`config.mk`:
```
export PLATFORM = sky130hd
export DESIGN_NAME = beacon_presence_tracker
export DESIGN_NICKNAME = d
export VERILOG_FILES = /design/src/bpt_pkg.sv /design/src/beacon_presence_tracker.sv /design/src/bpt_filter.sv
export SDC_FILE = /design/constraint.sdc
export NUM_CORES = 2
export LEC_CHECK = 0
export ABC_AREA = 1
export BUFFER_PORTS_ARGS = -buffer_cell sky130_fd_sc_hd__buf_2
export CAP_MARGIN = 25
export CELL_PAD_IN_SITES_DETAIL_PLACEMENT = 0
export CELL_PAD_IN_SITES_GLOBAL_PLACEMENT = 1
export CORE_AREA = 2 2 453 455
export DETAILED_ROUTE_END_ITERATION = 7
export DIE_AREA = 0 0 455 457
export PLACE_DENSITY_LB_ADDON = 0.1
export REMOVE_ABC_BUFFERS = 1
export SLEW_MARGIN = 20
export SYNTH_ARGS = -nofsm -noshare
export SYNTH_HDL_FRONTEND = slang
export SYNTH_HIERARCHICAL = 1
export SYNTH_SLANG_ARGS = --single-unit
```
`constraint.sdc`:
```
create_clock -name i_clk -period 5.1 [get_ports i_clk]
set_input_delay 0.51 -clock i_clk [delete_from_list [all_inputs] [get_ports i_clk]]
set_output_delay 0.51 -clock i_clk [all_outputs]
set_load 0.02 [all_outputs]
```
`src/bpt_pkg.sv`:
```
// Package for the beacon presence tracker: shared constants, codes and transfer types.
// No dependencies; imported by every module of the block.
`default_nettype none

package bpt_pkg;

    localparam int DEF_TABLE_DEPTH = 16;
    localparam int ADDR_W          = 48;
    localparam int UUID_W          = 64;
    localparam int LIMIT_W         = 9;
    localparam int CFG_IDX_W       = 2;
    localparam int CFG_DATA_W      = 64;

    localparam logic [7:0]  MIN_PAYLOAD_LEN = 8'd25;
    localparam logic [31:0] BEACON_HEADER   = 32'h4C00_0215;

    localparam logic [CFG_IDX_W-1:0] CFG_UUID_UPPER  = 2'd0;
    localparam logic [CFG_IDX_W-1:0] CFG_UUID_LOWER  = 2'd1;
    localparam logic [CFG_IDX_W-1:0] CFG_LOSS_LIMIT  = 2'd2;

    localparam logic OP_ADVERT   = 1'b0;
    localparam logic OP_END_SCAN = 1'b1;

    localparam logic EV_LEFT    = 1'b0;
    localparam logic EV_ENTERED = 1'b1;

    typedef struct packed {
        logic               opcode;
        logic [ADDR_W-1:0]  device_address;
        logic [7:0]         payload_length;
        logic [31:0]        header_word;
        logic [UUID_W-1:0]  payload_uuid_upper;
        logic [UUID_W-1:0]  payload_uuid_lower;
        logic signed [7:0]  measured_power;
        logic signed [7:0]  tx_power;
    } t_in_item;

    typedef struct packed {
        logic               event_kind;
        logic [ADDR_W-1:0]  event_address;
        logic               last_of_run;
        logic               overflow_seen;
    } t_out_item;

endpackage

`default_nettype wire

```
`src/beacon_presence_tracker.sv`:
```
// Top level of the beacon presence tracker: sequencer, scan and tracked tables, output stage.
// Depends on bpt_pkg and bpt_filter.
//
// A kept advertisement enters S_ADV, which searches the scan set and inserts the address if it
// is new. An end-of-scan item matches tracked devices against the scan set (S_MATCH), reports
// new entries (S_ENT) and flushes the held event (S_FLUSH); it waits while the output is
// stalled. A single 48-bit address comparator steps through the scan table one entry per cycle
// when no event waits. Results pass through an output register, and one event is held back so
// that the final event of a run can be marked. Both tables start empty after reset.
`default_nettype none

module beacon_presence_tracker
    import bpt_pkg::*;
#(
    parameter int TABLE_DEPTH = DEF_TABLE_DEPTH
) (
    input  wire logic                  i_clk,
    input  wire logic                  i_rst_n,
    input  wire logic                  i_in_valid,
    output logic                       o_in_ready,
    input  wire t_in_item              i_in_data,
    output logic                       o_out_valid,
    input  wire logic                  i_out_ready,
    output t_out_item                  o_out_data,
    input  wire logic                  i_cfg_valid,
    output logic                       o_cfg_ready,
    input  wire logic [CFG_IDX_W-1:0]  i_cfg_index,
    input  wire logic [CFG_DATA_W-1:0] i_cfg_data
);

    localparam int IW = $clog2(TABLE_DEPTH);
    localparam int CW = $clog2(TABLE_DEPTH + 1);
    localparam logic [CW-1:0] FULL = CW'(TABLE_DEPTH);

    typedef enum logic [2:0] {
        S_IDLE,
        S_ADV,
        S_MATCH,
        S_ENT,
        S_FLUSH
    } t_state;

    t_state                 r_state, n_state;
    logic [CW-1:0]          r_i, n_i;
    logic [CW-1:0]          r_j, n_j;
    logic [CW-1:0]          r_kept, n_kept;
    logic [CW-1:0]          r_scan_cnt, n_scan_cnt;
    logic [CW-1:0]          r_trk_cnt, n_trk_cnt;
    logic [TABLE_DEPTH-1:0] r_matched, n_matched;
    logic                   r_ovf, n_ovf;
    logic [ADDR_W-1:0]      r_addr, n_addr;
    logic                   r_pend_vld, n_pend_vld;
    logic                   r_pend_kind, n_pend_kind;
    logic [ADDR_W-1:0]      r_pend_addr, n_pend_addr;
    logic                   r_out_vld, n_out_vld;
    t_out_item              r_out, n_out;

    logic [ADDR_W-1:0]      r_scan_mem [TABLE_DEPTH];
    logic [ADDR_W-1:0]      r_trk_mem [TABLE_DEPTH];
    logic [ADDR_W-1:0]      r_scan_q;
    logic [ADDR_W-1:0]      r_trk_q;

    logic                   w_keep;
    logic                   w_in_acc;
    logic                   w_out_free;
    logic                   w_can_push;
    logic                   w_push;
    logic                   w_push_kind;
    logic [ADDR_W-1:0]      w_push_addr;
    logic                   w_hit;
    logic                   w_scan_we;
    logic                   w_trk_we;
    logic [ADDR_W-1:0]      w_trk_wd;

    bpt_filter u_filter (
        .i_clk       (i_clk),
        .i_rst_n     (i_rst_n),
        .i_cfg_valid (i_cfg_valid),
        .i_cfg_index (i_cfg_index),
        .i_cfg_data  (i_cfg_data),
        .i_item      (i_in_data),
        .o_keep      (w_keep)
    );

    assign o_cfg_ready = 1'b1;
    assign o_in_ready  = (r_state == S_IDLE);
    assign o_out_valid = r_out_vld;
    assign o_out_data  = r_out;
    assign w_in_acc    = i_in_valid && (r_state == S_IDLE);
    assign w_out_free  = !r_out_vld || i_out_ready;
    assign w_can_push  = !r_pend_vld || w_out_free;
    assign w_hit       = (((r_state == S_ADV) ? r_addr : r_trk_q) == r_scan_q);

    always_comb begin
        n_state     = r_state;
        n_i         = r_i;
        n_j         = r_j;
        n_kept      = r_kept;
        n_scan_cnt  = r_scan_cnt;
        n_trk_cnt   = r_trk_cnt;
        n_matched   = r_matched;
        n_ovf       = r_ovf;
        n_addr      = r_addr;
        n_pend_vld  = r_pend_vld;
        n_pend_kind = r_pend_kind;
        n_pend_addr = r_pend_addr;
        n_out_vld   = r_out_vld;
        n_out       = r_out;
        w_push      = 1'b0;
        w_push_kind = EV_LEFT;
        w_push_addr = r_trk_q;
        w_scan_we   = 1'b0;
        w_trk_we    = 1'b0;
        w_trk_wd    = r_trk_q;

        if (r_out_vld && i_out_ready) begin
            n_out_vld = 1'b0;
        end

        unique case (r_state)
            S_IDLE: begin
                if (w_in_acc) begin
                    n_j    = '0;
                    n_addr = i_in_data.device_address;
                    if (i_in_data.opcode == OP_END_SCAN) begin
                        n_i       = '0;
                        n_kept    = '0;
                        n_matched = '0;
                        n_state   = S_MATCH;
                    end else if (w_keep) begin
                        n_state = S_ADV;
                    end
                end
            end
            S_ADV: begin
                if (r_j == r_scan_cnt) begin
                    if (r_scan_cnt != FULL) begin
                        w_scan_we  = 1'b1;
                        n_scan_cnt = r_scan_cnt + 1'b1;
                    end else begin
                        n_ovf = 1'b1;
                    end
                    n_state = S_IDLE;
                end else if (w_hit) begin
                    n_state = S_IDLE;
                end else begin
                    n_j = r_j + 1'b1;
                end
            end
            S_MATCH: begin
                if (r_i == r_trk_cnt) begin
                    n_j     = '0;
                    n_state = S_ENT;
                end else if (r_j == r_scan_cnt) begin
                    if (w_can_push) begin
                        w_push      = 1'b1;
                        w_push_kind = EV_LEFT;
                        w_push_addr = r_trk_q;
                        n_i         = r_i + 1'b1;
                        n_j         = '0;
                    end
                end else if (!r_matched[r_j[IW-1:0]] && w_hit) begin
                    n_matched[r_j[IW-1:0]] = 1'b1;
                    w_trk_we = 1'b1;
                    w_trk_wd = r_trk_q;
                    n_kept   = r_kept + 1'b1;
                    n_i      = r_i + 1'b1;
                    n_j      = '0;
                end else begin
                    n_j = r_j + 1'b1;
                end
            end
            S_ENT: begin
                if (r_j == r_scan_cnt) begin
                    n_trk_cnt  = r_kept;
                    n_scan_cnt = '0;
                    n_state    = S_FLUSH;
                end else if (r_matched[r_j[IW-1:0]]) begin
                    n_j = r_j + 1'b1;
                end else if (w_can_push) begin
                    w_push      = 1'b1;
                    w_push_kind = EV_ENTERED;
                    w_push_addr = r_scan_q;
                    if (r_kept != FULL) begin
                        w_trk_we = 1'b1;
                        w_trk_wd = r_scan_q;
                        n_kept   = r_kept + 1'b1;
                    end
                    n_j = r_j + 1'b1;
                end
            end
            S_FLUSH: begin
                if (!r_pend_vld) begin
                    n_state = S_IDLE;
                end else if (w_out_free) begin
                    n_out.event_kind    = r_pend_kind;
                    n_out.event_address = r_pend_addr;
                    n_out.last_of_run   = 1'b1;
                    n_out.overflow_seen = r_ovf;
                    n_out_vld           = 1'b1;
                    n_pend_vld          = 1'b0;
                    n_state             = S_IDLE;
                end
            end
            default: begin
                n_state = S_IDLE;
            end
        endcase

        if (w_push) begin
            if (r_pend_vld) begin
                n_out.event_kind    = r_pend_kind;
                n_out.event_address = r_pend_addr;
                n_out.last_of_run   = 1'b0;
                n_out.overflow_seen = r_ovf;
                n_out_vld           = 1'b1;
            end
            n_pend_vld  = 1'b1;
            n_pend_kind = w_push_kind;
            n_pend_addr = w_push_addr;
        end
    end

    always_ff @(posedge i_clk) begin
        if (!i_rst_n) begin
            r_state    <= S_IDLE;
            r_i        <= '0;
            r_j        <= '0;
            r_kept     <= '0;
            r_scan_cnt <= '0;
            r_trk_cnt  <= '0;
            r_matched  <= '0;
            r_ovf      <= 1'b0;
            r_pend_vld <= 1'b0;
            r_out_vld  <= 1'b0;
        end else begin
            r_state    <= n_state;
            r_i        <= n_i;
            r_j        <= n_j;
            r_kept     <= n_kept;
            r_scan_cnt <= n_scan_cnt;
            r_trk_cnt  <= n_trk_cnt;
            r_matched  <= n_matched;
            r_ovf      <= n_ovf;
            r_pend_vld <= n_pend_vld;
            r_out_vld  <= n_out_vld;
        end
    end

    always_ff @(posedge i_clk) begin
        r_addr      <= n_addr;
        r_pend_kind <= n_pend_kind;
        r_pend_addr <= n_pend_addr;
        r_out       <= n_out;
    end

    always_ff @(posedge i_clk) begin
        if (w_scan_we) begin
            r_scan_mem[r_scan_cnt[IW-1:0]] <= r_addr;
        end
        r_scan_q <= r_scan_mem[n_j[IW-1:0]];
    end

    always_ff @(posedge i_clk) begin
        if (w_trk_we) begin
            r_trk_mem[r_kept[IW-1:0]] <= w_trk_wd;
        end
        r_trk_q <= r_trk_mem[n_i[IW-1:0]];
    end

endmodule

`default_nettype wire

```
`src/bpt_filter.sv`:
```
// Configuration registers and the advertisement acceptance test.
// Depends on bpt_pkg for the item type, register indexes and header constants.
`default_nettype none

module bpt_filter
    import bpt_pkg::*;
(
    input  wire logic                  i_clk,
    input  wire logic                  i_rst_n,
    input  wire logic                  i_cfg_valid,
    input  wire logic [CFG_IDX_W-1:0]  i_cfg_index,
    input  wire logic [CFG_DATA_W-1:0] i_cfg_data,
    input  wire t_in_item              i_item,
    output logic                       o_keep
);

    logic [UUID_W-1:0]        r_uuid_upper;
    logic [UUID_W-1:0]        r_uuid_lower;
    logic signed [LIMIT_W-1:0] r_loss_limit;
    logic signed [LIMIT_W-1:0] w_loss;

    always_ff @(posedge i_clk) begin
        if (!i_rst_n) begin
            r_uuid_upper <= '0;
            r_uuid_lower <= '0;
            r_loss_limit <= '0;
        end else if (i_cfg_valid) begin
            unique case (i_cfg_index)
                CFG_UUID_UPPER: r_uuid_upper <= i_cfg_data;
                CFG_UUID_LOWER: r_uuid_lower <= i_cfg_data;
                CFG_LOSS_LIMIT: r_loss_limit <= i_cfg_data[LIMIT_W-1:0];
                default: begin
                end
            endcase
        end
    end

    assign w_loss = $signed({i_item.tx_power[7], i_item.tx_power})
                  - $signed({i_item.measured_power[7], i_item.measured_power});

    assign o_keep = (i_item.payload_length >= MIN_PAYLOAD_LEN)
                 && (i_item.header_word == BEACON_HEADER)
                 && (i_item.payload_uuid_upper == r_uuid_upper)
                 && (i_item.payload_uuid_lower == r_uuid_lower)
                 && (w_loss <= r_loss_limit);

endmodule

`default_nettype wire

```
==> flow_summary.ini <==
[run_status]
outcome = completed

[sta]
setup_violations = 0
rsz0062_at_grt = false
max_freq_ghz = 0.225
hold_violations = 0
worst_pin_slew_ns = 1.05
hold_slack_ns = 0.0973
min_period_ns = 4.44
finalCritPeriodShare = 0.870
slew_viol_final = 0
slew_headroom = 0.302
skew_ns = 0.0312

[critical_path]
cp.arrival_ns = 5.00
timing.rr.start = r_state[0]
reg2reg_depth = 17
reg2reg_setup_slack_ns = 0.66
critPathKind = register to register
worst_setup_path_start_kind = register
crit_start = r_state[0]
cp_max_fo = 38
required_ns = 5.66
endpoint_kind = register

[final_layout]
final_cell_mix = 1855 x nand2_1, 1684 x edfxtp_1, 1520 x inv_1
layout-drive-gt1-share = 0.103
nets = 9576
final_area_um2 = 101000
final_common_cell = nand2_1
final_cells = 12100
area_delta_synth_final_pct = 16.6

[floorplan]
std_cell_rows = 166
die_w_um = 455
die_y_um = 457
start_util = 0.427
dieArea_um2 = 208000
ios = 358
coreArea_um2 = 203000

[synth]
yosys_warnings = 6
ys_ff_latch = 1964
synthFlopType = edfxtp_1
synth.top_cell.area_share = 0.582
synth.area.top_cells = edfxtp_1 58%, nand3_1 8.4%, nand2_1 8.0%
synth_top_cell_by_area = edfxtp_1
async_flop_share = 0
synth.avg_cell_area_um2 = 9.84
synth_cell_types = 47
syn_inst = 8831
netlist_area_um2 = 86900
synth_edf_count = 1684
yosysSeqAreaShare = 0.647

[global_route]
antenna_found_initial = 10
grt_pass1_vias = 59700
track_usage = 0.253
gr-total-overflow = 0
grt_start_max_net_pins = 149
grt_pass1_wl_mm = 394

[placement]
place_inst = 11600
place_area_um2 = 93200
place.gp.congestion = 0.840
io_buffer_count = 356
place_hpwl_mm = 154

[clock_tree]
hold_buffers = 114
insertion_delay_ns = 0.86
cts_tree = yes
postCtsSetupBuffers = 0
clk_path_buf_depth = 3
htreeDepth = 4
clkSinkCount = 1964
cts_resized = 0
cts_made_buffers = 210
clkTransAtPathRegs_ns = 0.06
cts_root_buf = clkbuf_16

[route]
ant_nets = 0
drtIter0Drc = 5733
wirelength_mm = 266
drc = 0
drtPass1Iterations = 6
vias = 62500
vias_per_cell = 5.16
post_drt_wl_per_cell_um = 21.9

[run]
cap_violations = 0

[worst_hold_path]
hold_class = input pin to register
min_from = i_rst_n
whs_path_depth = 3

[power_and_ir_drop]
vdd_drop_max_uv = 362
cellPowerDensity_nw_per_um2 = 413
power_mw = 41.8
p_leak_nw = 41.6
==> worst max-delay path: stages, from the launching register on <==
cell     delay [ns]
dfxtp_1        0.49
nand2_2        0.13
nor2_4         0.11
buf_12         0.20
buf_4          0.23
nand2_1        0.07
nand3_1        0.09
nand2_1        0.05
nor2_1         0.11
nand2_1        0.08
nor2_1         0.25
nand2_1        0.11
nor2_2         0.21
nand4_2        0.19
o21ai_0        0.50
nand2_1        0.38
nor2_4         0.66
buf_4          0.27
==> cell families after synthesis <==
group / count (synthesis) / share of synthesized area
simple gates: 4138 / 0.214
buf+inv: 2037 / 0.0923
other cells: 1 / 0.0000432
fa+ha+maj: 32 / 0.00470
flops: 1964 / 0.647
compound gates: 582 / 0.0345
xor+xnor: 77 / 0.00785
==> cell type report <==
cell class,count,area [um^2]
Tap cell,2688,3360
Inverter,1536,5780
Antenna cell,6,15.0
Multi-Input combinational cell,4830,23100
Sequential cell,1964,56200
Clock inverter,88,895
Fill cell,18600,102000
Timing Repair Buffer,698,5980
Clock buffer,307,6010
==> cells in the mapped netlist (2+ instances only) <==
master,n
o21ai_1,7
nand2_2,7
o21ai_2,2
buf_6,6
nor3b_1,5
nor2_2,3
nand3_2,6
buf_2,144
clkinv_1,4
clkbuf_1,247
ha_1,31
nand4_1,248
edfxtp_1,1684
o21ai_0,423
a21oi_1,121
inv_1,1525
nor3_1,16
o21a_1,3
inv_2,6
nor2_1,405
nand3b_1,121
o211ai_1,7
a221oi_1,2
a31oi_1,3
a22oi_1,3
nand2_1,1859
buf_4,39
a21oi_2,2
buf_1,65
xor2_1,29
dfxtp_1,280
xnor2_1,47
a211oi_1,4
nand3_1,1464
==> flip-flops by register name, indices dropped and copies added, names as in the netlist, 3 cells and up, named ones only <==
signal	count
r_addr	48
r_scan_cnt	5
r_j	5
r_kept	5
u_filter/r_uuid_lower	64
r_pend_addr	48
r_trk_mem	768
r_i	5
u_filter/r_uuid_upper	64
u_filter/r_loss_limit	9
r_trk_q	48
r_state	3
r_trk_cnt	5
r_scan_q	48
r_matched	16
r_scan_mem	768
==> per-stage QoR <==
step	setup slack, ns	utilization	setup TNS [ns]
2_1_floorplan	-13.64	-	-6940.04
3_3_place_gp	0.324	0.458	0
3_5_place_dp	0.552	0.458	0
4_1_cts	0.607	0.498	0
5_1_grt	0.253	0.498	0
6_report	0.663	0.498	0
==> worst paths after layout <==
path                                          to
worst max register to register  r_trk_mem[7][20]
worst min-delay path                  r_pend_vld
worst min register to register      r_matched[8]
worst max-delay path            r_trk_mem[7][20]
==> power breakdown <==
part           internal [mW]  switching [mW]
Combinational           2.13            4.85
Clock                   8.96            6.37
Sequential              18.6           0.915
==> routing by layer <==
metal,track usage,part of all wire
met1,0.356,0.45
met2,0.415,0.48
met3,0.0309,0.052
met4,0.0686,0.024
met5,0,0
(Power assumes the default switching activity.)
